File: config.mk
export PLATFORM = sky130hd
export DESIGN_NAME = ipidl_cfg_regs
export DESIGN_NICKNAME = d
export VERILOG_FILES = /design/src/hw/rtl/ipidl_pkg.sv /design/src/hw/rtl/ipidl_cfg_regs.sv
export SDC_FILE = /design/constraint.sdc
export NUM_CORES = 1
export LEC_CHECK = 0
export BUFFER_PORTS_ARGS = -buffer_cell sky130_fd_sc_hd__buf_2
export CAP_MARGIN = 0
export CORE_MARGIN = 2
export CORE_UTILIZATION = 45
export CTS_CLUSTER_DIAMETER = 200
export CTS_CLUSTER_SIZE = 20
export DETAILED_ROUTE_END_ITERATION = 7
export GPL_ROUTABILITY_DRIVEN = 0
export PLACE_DENSITY_LB_ADDON = 0.05
export SLEW_MARGIN = 20
export SYNTH_ARGS = -nofsm -noshare
export SYNTH_HDL_FRONTEND = slang
export SYNTH_SLANG_ARGS = --single-unit
File: constraint.sdc
create_clock -name i_clk -period 1.1 [get_ports i_clk]
set_input_delay 0 -clock i_clk [delete_from_list [all_inputs] [get_ports i_clk]]
set_output_delay 0 -clock i_clk [all_outputs]
set_load 0.05 [all_outputs]
File: src/hw/rtl/ipidl_pkg.sv
// Shared types, register indexes and widths for the limited incremental PID block.
package ipidl_pkg;

    localparam int SAMPLE_W = 16;
    localparam int GAIN_W   = 32;
    localparam int CFG_IDX_W  = 3;
    localparam int CFG_DATA_W = 32;
    localparam int PROD_W   = GAIN_W + SAMPLE_W;
    localparam int ACC_W    = PROD_W + 2;
    localparam int FRAC_W   = 16;
    localparam int CHG_W    = ACC_W - FRAC_W;

    typedef enum logic [CFG_IDX_W-1:0] {
        REG_GAIN_CURRENT         = 3'd0,
        REG_GAIN_PREVIOUS        = 3'd1,
        REG_GAIN_SECOND_PREVIOUS = 3'd2,
        REG_STEP_LIMIT_UP        = 3'd3,
        REG_STEP_LIMIT_DOWN      = 3'd4,
        REG_OUTPUT_MAX           = 3'd5,
        REG_OUTPUT_MIN           = 3'd6
    } t_reg_idx;

    typedef enum logic {
        CMD_PROCESS = 1'b0,
        CMD_CLEAR   = 1'b1
    } t_cmd;

    typedef struct packed {
        logic [GAIN_W-1:0]   gain_current;
        logic [GAIN_W-1:0]   gain_previous;
        logic [GAIN_W-1:0]   gain_second_previous;
        logic [SAMPLE_W-1:0] step_limit_up;
        logic [SAMPLE_W-1:0] step_limit_down;
        logic [SAMPLE_W-1:0] output_max;
        logic [SAMPLE_W-1:0] output_min;
    } t_cfg;

    localparam logic [SAMPLE_W-1:0] POS_FULL = 16'h7fff;
    localparam logic [SAMPLE_W-1:0] NEG_FULL = 16'h8000;

endpackage

File: src/hw/rtl/ipidl_cfg_regs.sv
// Configuration register file: gains, step limits and output limits.
module ipidl_cfg_regs
    import ipidl_pkg::*;
(
    input  logic                  i_clk,
    input  logic                  i_rst_n,
    input  logic                  i_cfg_we,
    input  logic [CFG_IDX_W-1:0]  i_cfg_index,
    input  logic [CFG_DATA_W-1:0] i_cfg_data,
    output t_cfg                  o_cfg
);

    t_cfg r_cfg;
    t_cfg n_cfg;

    always_comb begin
        n_cfg = r_cfg;
        if (i_cfg_we) begin
            case (t_reg_idx'(i_cfg_index))
                REG_GAIN_CURRENT:         n_cfg.gain_current         = i_cfg_data;
                REG_GAIN_PREVIOUS:        n_cfg.gain_previous        = i_cfg_data;
                REG_GAIN_SECOND_PREVIOUS: n_cfg.gain_second_previous = i_cfg_data;
                REG_STEP_LIMIT_UP:        n_cfg.step_limit_up   = i_cfg_data[SAMPLE_W-1:0];
                REG_STEP_LIMIT_DOWN:      n_cfg.step_limit_down = i_cfg_data[SAMPLE_W-1:0];
                REG_OUTPUT_MAX:           n_cfg.output_max      = i_cfg_data[SAMPLE_W-1:0];
                REG_OUTPUT_MIN:           n_cfg.output_min      = i_cfg_data[SAMPLE_W-1:0];
                default: ;
            endcase
        end
    end

    always_ff @(posedge i_clk) begin
        if (!i_rst_n) begin
            r_cfg.gain_current         <= '0;
            r_cfg.gain_previous        <= '0;
            r_cfg.gain_second_previous <= '0;
            r_cfg.step_limit_up        <= POS_FULL;
            r_cfg.step_limit_down      <= NEG_FULL;
            r_cfg.output_max           <= POS_FULL;
            r_cfg.output_min           <= NEG_FULL;
        end else begin
            r_cfg <= n_cfg;
        end
    end

    assign o_cfg = r_cfg;

endmodule

### Word-level counts from Yosys, hierarchy flattened

Index checks and enable logic that the tools add are counted.

| storage, ports and cells | value |
|---|---|
| bits of input ports | 38 |
| output and inout port bits | 160 |
| word-level logic and storage cells | 21 |
| flip-flop bits (word level) | 160 |

| operators by class | value |
|---|---|
| equal/unequal tests | 6 |
| reductions and logical operators | 8 |

Operators by type and width:

| cell | count |
|---|---|
| $reduce_and A2 Y1 | 7 |
| $eq A3 B3 Y1 const B | 3 |
| $eq A3 B2 Y1 const B | 2 |
| $eq A3 B1 Y1 const B | 1 |
| $logic_not A3 Y1 | 1 |

### Depth between registers and ports, before layout

Gate-level depths: netlist of the first run.

| logic depth | value |
|---|---|
| depth after elaboration | 2 |
| mapped depth | 5 |
| depth with buffers taken out | 2 |

### Worst setup path after synthesis of the first run

OpenSTA, ideal clock, no wires.

| timing path | value |
|---|---|
| path type | input-to-reg |
| start point | input port i_cfg_index[0] |
| end point | register r_cfg (netlist bit o_cfg[143]) |
| setup slack | 0.212 ns |
| setup time | 0.072 ns |
| data required time | 1.028 ns |
| stages | 3 |
| data arrival time | 0.817 ns |
| cells stage by stage | nor4b_4 buf_6 mux2i_1 |

| on the way | value |
|---|---|
| longest elaborated chain between the ends | 2 |

RTL lines:

| what | line | source |
|---|---|---|
| start: declaration | ipidl_cfg_regs.sv:8 | `input logic [CFG_IDX_W-1:0] i_cfg_index,` |
| $logic_not A3 Y1 | ipidl_cfg_regs.sv:19 | `case (t_reg_idx'(i_cfg_index))` |
| $reduce_and A2 Y1 (no source line) | n/a |  |
| end signal: assignment | ipidl_cfg_regs.sv:42 | `r_cfg <= n_cfg;` |
| end: declaration | ipidl_cfg_regs.sv:13 | `t_cfg r_cfg;` |

No other way between the ends.
A chain may end at the register's enable or synchronous reset.

### Worst setup path after layout of the first run

| timing path | value |
|---|---|
| start point | register r_cfg (netlist bit o_cfg[132]) |
| end point | output port o_cfg[132] (netlist name) |

RTL lines:

| what | line | source |
|---|---|---|
| end: declaration | ipidl_cfg_regs.sv:10 | `output t_cfg o_cfg` |

No word-level cell between the ends.

==> results of run 1 <==
## power groups by stage
stage,Sequential [mW],Combinational (mW),Clock (mW)
5_1_grt,6.01,1.46,6.31
2_1_floorplan,6.56,0.448,0
6_report,6.00,1.37,5.95
3_5_place_dp,6.12,1.26,0
3_3_place_gp,6.12,1.24,0
4_1_cts,5.99,1.35,6.09
## cell families (layout without fill, tap and decap cells)
kind of cell | after synthesis | in the layout
mux | 160 | 160
buf+inv | 42 | 280
flops | 160 | 160
simple gates | 215 | 215
## stage by stage
| step | TNS [ns] | area (sq um) | hold slack [ns] | total power, mW |
|---|---|---|---|---|
| after floorplan | 0 | 6090 | 0.170 | 7.01 |
| after CTS | 0 | 8210 | 0.157 | 13.4 |
| after global placement | 0 | 7280 | 0.282 | 7.36 |
| final | 0 | 8260 | 0.171 | 13.3 |
| after global routing | -0.00246 | 8260 | 0.177 | 13.8 |
| after detailed placement | -0.465 | 7280 | 0.290 | 7.38 |
## routing by layer
| layer | part of all wire (%) | global-route usage, % |
|---|---|---|
| met1 | 45 | 26.3 |
| met3 | 6.0 | 5.99 |
| met2 | 48 | 35.3 |
| met5 | 0 | 0 |
| met4 | 1.4 | 6.61 |
## final cells by class
type / instances / area, sq um
clock inverters: 5 / 100
well taps: 176 / 220
multi-input cells: 375 / 2640
fillers: 1193 / 4980
flip-flops and latches: 160 / 3200
clock buffers: 27 / 503
repair buffers: 248 / 1600
## timing repair
action,4_1_cts,5_1_grt
resized for setup,0,13
setup buffers,0,0
setup endpoints to repair,0,77
endpoints found under the hold margin,101,0
hold buffers,33,0
## cells in the final DEF, fill, tap and decap left out, drive strengths merged
master | netlist | routed
nand4bb | 2 | 2
clkinv | 0 | 2
nand4b | 2 | 2
nor4b | 1 | 1
and4b | 1 | 1
nor2b | 48 | 48
nand2 | 160 | 160
clkbuf | 13 | 27
dfxtp | 160 | 160
mux2i | 160 | 160
buf | 29 | 215
bufinv | 0 | 3
dlygate4sd3 | 0 | 33
nor4bb | 1 | 1
## path summary, 6_finish.rpt
kind                            cells past startpoint            from  slack [ns]         end
worst max-delay path                                1      o_cfg[132]        0.05  o_cfg[132]
worst min register to register                      2        o_cfg[7]        0.45    o_cfg[7]
worst min-delay path                                4  i_cfg_index[0]        0.17  o_cfg[151]
worst max register to register                      2       o_cfg[18]        0.47   o_cfg[18]
==> impl_metrics.env, run 1 <==
export IMPL_post_route_period_util_pct=95.9
export IMPL_viasPerCell=4.77
export IMPL_crit_chain="buf_2"
export IMPL_grt_pass1_vias=4770
export IMPL_numCtsBuffers=17
export IMPL_clk_pin_slew_ns=0.06
export IMPL_synth_top_area_cell="dfxtp_1"
export IMPL_synth_xor_xnor_area_share_pct=0
export IMPL_num_vias=4732
export IMPL_synth_nets=615
export IMPL_post_place_ws_ns=-0.0459
export IMPL_path_max_fanout=2
export IMPL_slew_headroom_pct=80.3
export IMPL_antenna_found_initial=0
export IMPL_rsz0062_at_grt="yes"
export IMPL_p_comb_share_pct=10.3
export IMPL_die_area_sq_um=14500
export IMPL_cts_tree="built"
export IMPL_grt_overflow=0
export IMPL_io_buffer_count=197
export IMPL_cellPowerDensity_nw_per_um2=1610
export IMPL_drc=0
export IMPL_ys_ff_latch=160
export IMPL_critPathArrivalTime_ns=1.05
export IMPL_start_kind="flip-flop"
export IMPL_io_pins=198
export IMPL_die_y_microns=120
export IMPL_fin_crit_ns=1.05
export IMPL_largest_register_ffs=160
export IMPL_post_synth_num_cell_types=14
export IMPL_synth_cells=577
export IMPL_clock_path_buffers=2
export IMPL_critPathTopFamily="flip-flops"
export IMPL_setup_viol=0
export IMPL_slowest_stage="dfxtp_1"
export IMPL_die_w_microns=120
export IMPL_p_sw_share_pct=23.4
export IMPL_setup_slack_ns=0.0451
export IMPL_track_usage_pct=21.1
export IMPL_skew_ns=0
export IMPL_utilization_pct=62.4
export IMPL_yosys_area_top_type_share_pct=52.6
export IMPL_grt_pass1_wl_microns=24100
export IMPL_wl_microns=15200
export IMPL_fmax_ghz=0.948
export IMPL_drt_iter0_markers=183
export IMPL_areaGrowthSynthToFinish_pct=35.7
export IMPL_synthTopCellsByArea="dfxtp_1 53%, mux2i_1 26%, nand2_1 9.9%, nor2b_1 4.9%, buf_6 1.3%"
export IMPL_clock_root_buffer="clkbuf_16"
export IMPL_clock_latency_ns=0.40
export IMPL_htreeDepth=4
export IMPL_crit_buf_inv=1
export IMPL_netSwitchingPower_mw=3.12
export IMPL_hold_violations=0
export IMPL_yosys_mux_area_fraction_pct=26.3
export IMPL_synth_top_family_by_area="multiplexers"
export IMPL_post_drt_wl_per_cell_microns=15.3
export IMPL_dpl_cell_count=926
export IMPL_dp_final_hpwl_microns=10600
export IMPL_ys_warn_count=0
export IMPL_async_flop_share_pct=0
export IMPL_ir_worst_vdd_uv=1060
export IMPL_seqPwrFrac_pct=45.0
export IMPL_firstDrtPassIters=6
export IMPL_yosysSeqAreaShare_pct=52.6
export IMPL_critPathRequiredTime_ns=1.10
export IMPL_worst_slew_pin_slew_ns=0.294
export IMPL_maxSlewViolCount=0
export IMPL_layout_drive_gt1_share_pct=30.9
export IMPL_synth_edf_count=0
export IMPL_rows=42
export IMPL_p_leak_nw=4.02
export IMPL_p_clk_share_pct=44.7
export IMPL_postRouteAntennaNets=0
export IMPL_synth_simple_area_share_pct=16.2
export IMPL_nNetsFinal=840
export IMPL_numClockSinks=160
export IMPL_synth_compound_area_share_pct=0
export IMPL_syn_avg_cell_area_sq_um=10.5
export IMPL_fin_cells=991
export IMPL_core_area_sq_um=13200
export IMPL_synthesis_area_sq_um=6090
export IMPL_yosys_top_cells_count="160 x dfxtp_1, 160 x mux2i_1, 160 x nand2_1"
export IMPL_cp_end_kind="output pin"
export IMPL_p_int_mw=10.2
export IMPL_cap_violations=0
export IMPL_worstHoldPathType="in -> reg"
export IMPL_critical_path_max_stage_delay_ns=0.37
export IMPL_start_util_pct=46.0
export IMPL_synthAdderAreaFrac_pct=0
export IMPL_status="finished, final reports clean"
export IMPL_grt_max_degree=51
export IMPL_synth_ff_type="dfxtp_1"
export IMPL_crit_type="reg -> out"
export IMPL_diodes=0
Note: power is estimated with default switching activity, not from simulation.
==> run 2: changes to the inputs <==
--- a/config.mk
+++ b/config.mk
@@ -7,8 +7,10 @@
 export LEC_CHECK = 0
 export BUFFER_PORTS_ARGS = -buffer_cell sky130_fd_sc_hd__buf_2
 export CAP_MARGIN = 0
+export CELL_PAD_IN_SITES_DETAIL_PLACEMENT = 1
+export CELL_PAD_IN_SITES_GLOBAL_PLACEMENT = 1
 export CORE_MARGIN = 2
-export CORE_UTILIZATION = 45
+export CORE_UTILIZATION = 38
 export CTS_CLUSTER_DIAMETER = 200
 export CTS_CLUSTER_SIZE = 20
 export DETAILED_ROUTE_END_ITERATION = 7
==> run 2 against run 1 <==
Against the previous run: sequential share of layout area is 0.12 points lower; cell count is 4.3% higher; clock power is 2% higher; clock-buffer cell count is 8 lower; register-to-register slack worse by 0.03 ns; routed wire length is 12% higher; critical path type unchanged; maximum frequency is 0.90% lower; die area is 18% higher; sequential power hardly changed; utilization is 9.8 points lower; first-iteration DRC count is 8.2% lower; clock skew stayed put.
==> impl_metrics.env, run 2 (synthesis results as in run 1) <==
export IMPL_maxSlewViolCount=0
export IMPL_drc=0
export IMPL_clock_root_buffer="clkbuf_16"
export IMPL_p_total_mw=13.4
export IMPL_postRouteAntennaNets=0
export IMPL_critPathArrivalTime_ns=1.06
export IMPL_slew_headroom_pct=72.1
export IMPL_core_area_sq_um=15800
export IMPL_grt_pass1_vias=5042
export IMPL_setup_slack_ns=0.0356
export IMPL_io_buffer_count=197
export IMPL_drt_iter0_markers=168
export IMPL_final_common_cell="buf_2"
export IMPL_fmax_ghz=0.939
export IMPL_htreeDepth=4
export IMPL_critical_path_max_stage_delay_ns=0.37
export IMPL_post_drt_wl_per_cell_microns=16.5
export IMPL_hold_violations=0
export IMPL_io_pins=198
export IMPL_num_vias=4807
export IMPL_start_util_pct=38.6
export IMPL_numCtsBuffers=17
export IMPL_grt_overflow=0
export IMPL_diodes=0
export IMPL_rsz0062_at_grt="no"
export IMPL_skew_ns=0
export IMPL_cp_end_kind="output pin"
export IMPL_layout_drive_gt1_share_pct=30.9
export IMPL_cap_violations=0
export IMPL_p_leak_nw=4.01
export IMPL_die_area_sq_um=17000
export IMPL_clk_pin_slew_ns=0.06
export IMPL_antenna_found_initial=0
export IMPL_utilization_pct=52.5
export IMPL_clock_path_buffers=2
export IMPL_die_w_microns=131
export IMPL_grt_pass1_wl_microns=26300
export IMPL_areaGrowthSynthToFinish_pct=36.1
export IMPL_cts_tree="built"
export IMPL_path_max_fanout=2
export IMPL_multi_input_area_sq_um=2620
export IMPL_track_usage_pct=20.2
export IMPL_seq_area_sq_um=3200
export IMPL_cellPowerDensity_nw_per_um2=1620
export IMPL_numClockSinks=160
export IMPL_wl_microns=17100
export IMPL_die_y_microns=131
export IMPL_firstDrtPassIters=4
export IMPL_grt_max_degree=62
export IMPL_nNetsFinal=843
export IMPL_status="finished, final reports clean"
export IMPL_critPathTopFamily="flip-flops"
export IMPL_final_cell_mix="195 x buf_2, 160 x nand2_1, 160 x mux2i_1, 160 x dfxtp_1, 48 x nor2b_1"
export IMPL_dp_final_hpwl_microns=12200
export IMPL_clock_latency_ns=0.41
export IMPL_worst_slew_pin_slew_ns=0.417
export IMPL_crit_chain="buf_2"
export IMPL_setup_viol=0
export IMPL_n_fill_cell=1813
export IMPL_crit_buf_inv=1
export IMPL_critPathRequiredTime_ns=1.10
export IMPL_crit_type="reg -> out"
export IMPL_post_route_period_util_pct=96.8
export IMPL_ir_worst_vdd_uv=1090
export IMPL_worstHoldPathType="in -> reg"
export IMPL_fin_crit_ns=1.06
export IMPL_viasPerCell=4.65
export IMPL_slowest_stage="dfxtp_1"
export IMPL_postCtsSetupRepairBufs=0
export IMPL_rows=46
export IMPL_post_place_ws_ns=-0.0857
export IMPL_largest_register_ffs=160
export IMPL_start_kind="flip-flop"
-- run 2: cell types whose count changed in the layout (fill, tap and decap cells not counted), sizes merged --
cell | before | now
clkbuf | 27 | 20
clkinv | 2 | 6
buf | 215 | 217
clkinvlp | 0 | 2
inv | 0 | 2
-- run 2: per-layer routing --
layer  track usage (%)  part of all wire (%)  vias up
met5                 0                     0        -
met4              5.69                  0.94        0
met3              6.68                   5.9       13
met2              35.5                    50      125
met1              23.5                    43     2311
li1                  -                     -     2358
-- run 2: timing repair --
action / in CTS / in global routing
endpoints found under the setup margin: 0 / 1
resized for setup: 0 / 1
hold endpoints to repair: 107 / 0
hold buffers: 33 / 0
-- run 2: report_power, final --
part,switching (mW),internal [mW]
logic,0.924,0.452
clock network,2.36,3.69
registers,0.0664,5.92
total,3.35,10.1
-- run 2: worst paths after layout --
check,slack [ns],depth (start not counted),start,endpoint
worst max-delay path,0.04,1,o_cfg[129],o_cfg[129]
worst max register to register,0.44,2,o_cfg[54],o_cfg[54]
worst min-delay path,0.02,3,i_rst_n,o_cfg[55]
worst min register to register,0.45,2,o_cfg[125],o_cfg[125]
-- run 2: per-stage QoR --
| step | std cells | hold WS, ns | cell area (sq um) | setup TNS, ns |
|---|---|---|---|---|
| floorplan | 577 | 0.170 | 6090 | 0 |
| global placement | 969 | 0.282 | 7340 | 0 |
| detailed placement | 969 | 0.295 | 7340 | -1.09 |
| CTS | 1034 | 0.00434 | 8280 | 0 |
| global route | 1034 | 0.0349 | 8290 | 0 |
| finish | 1034 | 0.0244 | 8290 | 0 |
-- run 2: cell type report --
class                   instances  share of cell area, %
flip-flops and latches        160                   38.7
multi-input cells             375                   31.6
repair buffers                251                   19.1
clock buffers                  19                   5.47
well taps                     216                   3.26
clock inverters                13                   1.93
==> run 3: changes to the inputs <==
--- a/config.mk
+++ b/config.mk
@@ -10,12 +10,13 @@
 export CELL_PAD_IN_SITES_DETAIL_PLACEMENT = 1
 export CELL_PAD_IN_SITES_GLOBAL_PLACEMENT = 1
 export CORE_MARGIN = 2
-export CORE_UTILIZATION = 38
+export CORE_UTILIZATION = 40
+export CTS_BUF_LIST = sky130_fd_sc_hd__clkbuf_4 sky130_fd_sc_hd__clkbuf_8
 export CTS_CLUSTER_DIAMETER = 200
 export CTS_CLUSTER_SIZE = 20
 export DETAILED_ROUTE_END_ITERATION = 7
 export GPL_ROUTABILITY_DRIVEN = 0
-export PLACE_DENSITY_LB_ADDON = 0.05
+export PLACE_DENSITY_LB_ADDON = 0.1
 export SLEW_MARGIN = 20
 export SYNTH_ARGS = -nofsm -noshare
 export SYNTH_HDL_FRONTEND = slang
==> run 3 against run 2 <==
Against the previous run: routed wire length down 1.4%; total power down 14%; critical path type is now in -> reg; critical endpoint is now o_cfg[159]; largest power group is now sequential cells; worst setup slack improved by 0.0037 ns.
==> impl_metrics.env, run 3 (synthesis results as in run 1) <==
export IMPL_cp_end_kind="flip-flop"
export IMPL_numCtsBuffers=17
export IMPL_hold_violations=0
export IMPL_grt_pass1_wl_microns=26500
export IMPL_die_y_microns=127
export IMPL_clock_root_buffer="clkbuf_8"
export IMPL_track_usage_pct=21.0
export IMPL_fin_cells=1005
export IMPL_die_area_sq_um=16200
export IMPL_path_max_fanout=59
export IMPL_critPathRequiredTime_ns=1.46
export IMPL_dpl_cell_count=941
export IMPL_rows=45
export IMPL_diodes=0
export IMPL_status="finished, final reports clean"
export IMPL_fmax_ghz=0.943
export IMPL_crit_chain="dlygate4sd3_1 -> buf_6 -> buf_12 -> nand2_1 -> mux2i_1"
export IMPL_cap_violations=0
export IMPL_die_w_microns=127
export IMPL_areaGrowthSynthToFinish_pct=37.3
export IMPL_clock_path_buffers=2
export IMPL_worst_slew_pin_slew_ns=0.337
export IMPL_cts_tree="built"
export IMPL_p_leak_nw=3.90
export IMPL_cellPowerDensity_nw_per_um2=1390
export IMPL_firstDrtPassIters=4
export IMPL_drc=0
export IMPL_setup_viol=0
export IMPL_post_route_period_util_pct=96.4
export IMPL_slew_headroom_pct=77.5
export IMPL_wl_microns=16800
export IMPL_io_buffer_count=197
export IMPL_layout_drive_gt1_share_pct=30.8
export IMPL_nNetsFinal=843
export IMPL_antenna_found_initial=0
export IMPL_post_drt_wl_per_cell_microns=16.7
export IMPL_whs_path_depth=4
export IMPL_grt_pass1_vias=5071
export IMPL_regToRegSetupSlack_ns=0.44
export IMPL_crit_type="in -> reg"
export IMPL_p_comb_share_pct=12.3
export IMPL_clock_latency_ns=0.43
export IMPL_clk_pin_slew_ns=0.08
export IMPL_p_sw_share_pct=26.6
export IMPL_final_setup_tns_ns=0
export IMPL_numClockSinks=160
export IMPL_core_area_sq_um=15000
export IMPL_postRouteAntennaNets=0
export IMPL_htreeDepth=4
export IMPL_netSwitchingPower_mw=3.08
export IMPL_slowest_stage="dlygate4sd3_1"
export IMPL_seqPwrFrac_pct=51.6
export IMPL_grt_overflow=0
export IMPL_start_kind="input pin"
export IMPL_grt_max_degree=60
export IMPL_viasPerCell=4.80
export IMPL_skew_ns=0
export IMPL_ir_worst_vdd_uv=756
export IMPL_worstHoldPathType="in -> reg"
export IMPL_p_int_mw=8.52
export IMPL_io_pins=198
export IMPL_reg2reg_depth=2
export IMPL_critical_path_max_stage_delay_ns=0.54
export IMPL_final_cell_mix="160 x nand2_1, 160 x mux2i_1, 160 x dfxtp_1"
export IMPL_place_area_sq_um=7330
export IMPL_fin_crit_ns=1.06
export IMPL_drt_iter0_markers=139
export IMPL_p_clk_share_pct=36.1
export IMPL_start_util_pct=40.5
export IMPL_num_vias=4819
export IMPL_largest_register_ffs=160
export IMPL_final_design_area_no_fill_sq_um=8360
export IMPL_maxSlewViolCount=0
export IMPL_critPathArrivalTime_ns=1.43
export IMPL_dp_final_hpwl_microns=12100
## run 3: cell count changes in the layout (fill, tap and decap cells not counted)
cell | before | now
clkinvlp_4 | 2 | 3
clkinv_4 | 2 | 0
buf_4 | 13 | 37
buf_12 | 8 | 10
clkinv_2 | 4 | 7
clkbuf_4 | 1 | 99
buf_6 | 1 | 2
clkbuf_16 | 17 | 0
bufinv_16 | 3 | 2
inv_6 | 2 | 0
clkbuf_8 | 2 | 19
buf_2 | 195 | 70
## run 3: stage by stage
step           worst slack (ns)  hold slack, ns  total power, mW  util (%)
2_1_floorplan             0.212           0.170             7.01         -
3_3_place_gp             0.0252           0.284             7.37      48.8
3_5_place_dp            -0.0559           0.289             7.41      48.8
4_1_cts                0.000101           0.114             11.7      53.9
5_1_grt                -0.00424           0.139             12.1      55.6
6_report                 0.0392           0.149             11.6      55.6
## run 3: routing by layer
metal | vias up | share of wire, % | GRT usage, %
met3 | 18 | 4.8 | 6.32
met4 | 0 | 1.2 | 5.75
li1 | 2343 | - | -
met1 | 2327 | 43 | 24.9
met2 | 131 | 51 | 36.8
met5 | - | 0 | 0
## run 3: area by class of cell
| type | instances | area, sq um |
|---|---|---|
| fill | 1676 | 6670 |
| sequential | 160 | 3200 |
| multi-input combinational | 375 | 2620 |
| timing repair buffer | 251 | 1920 |
| clock buffer | 19 | 262 |
| tap | 188 | 235 |
| clock inverter | 12 | 118 |
## run 3: critical path, delay by kind of cell
family        cells  cell delay (ns)
simple gates      1             0.17
mux               1             0.17
buf+inv           3             1.04
## run 3: worst paths after layout
| path | startpoint | end |
|---|---|---|
| worst max register to register | o_cfg[86] | o_cfg[86] |
| worst min register to register | o_cfg[70] | o_cfg[70] |
| worst max-delay path | i_rst_n | o_cfg[159] |
| worst min-delay path | i_cfg_we | o_cfg[94] |
## run 3: what timing repair did
action,CTS,global route
hold buffers,33,0
gates cloned,0,0
hold endpoints to repair,155,0
pin swaps,0,0
buffers inserted,0,0
gates resized for setup,24,106
setup endpoints to repair,24,103
## run 3: power by group through the flow
stage               combinational [mW]  sequential, mW  clock (mW)
floorplan                        0.448            6.56           0
global route                      1.51            6.00        4.58
detailed placement                1.29            6.12           0
global placement                  1.26            6.11           0
CTS                               1.39            5.99        4.32
finish                            1.42            5.99        4.19
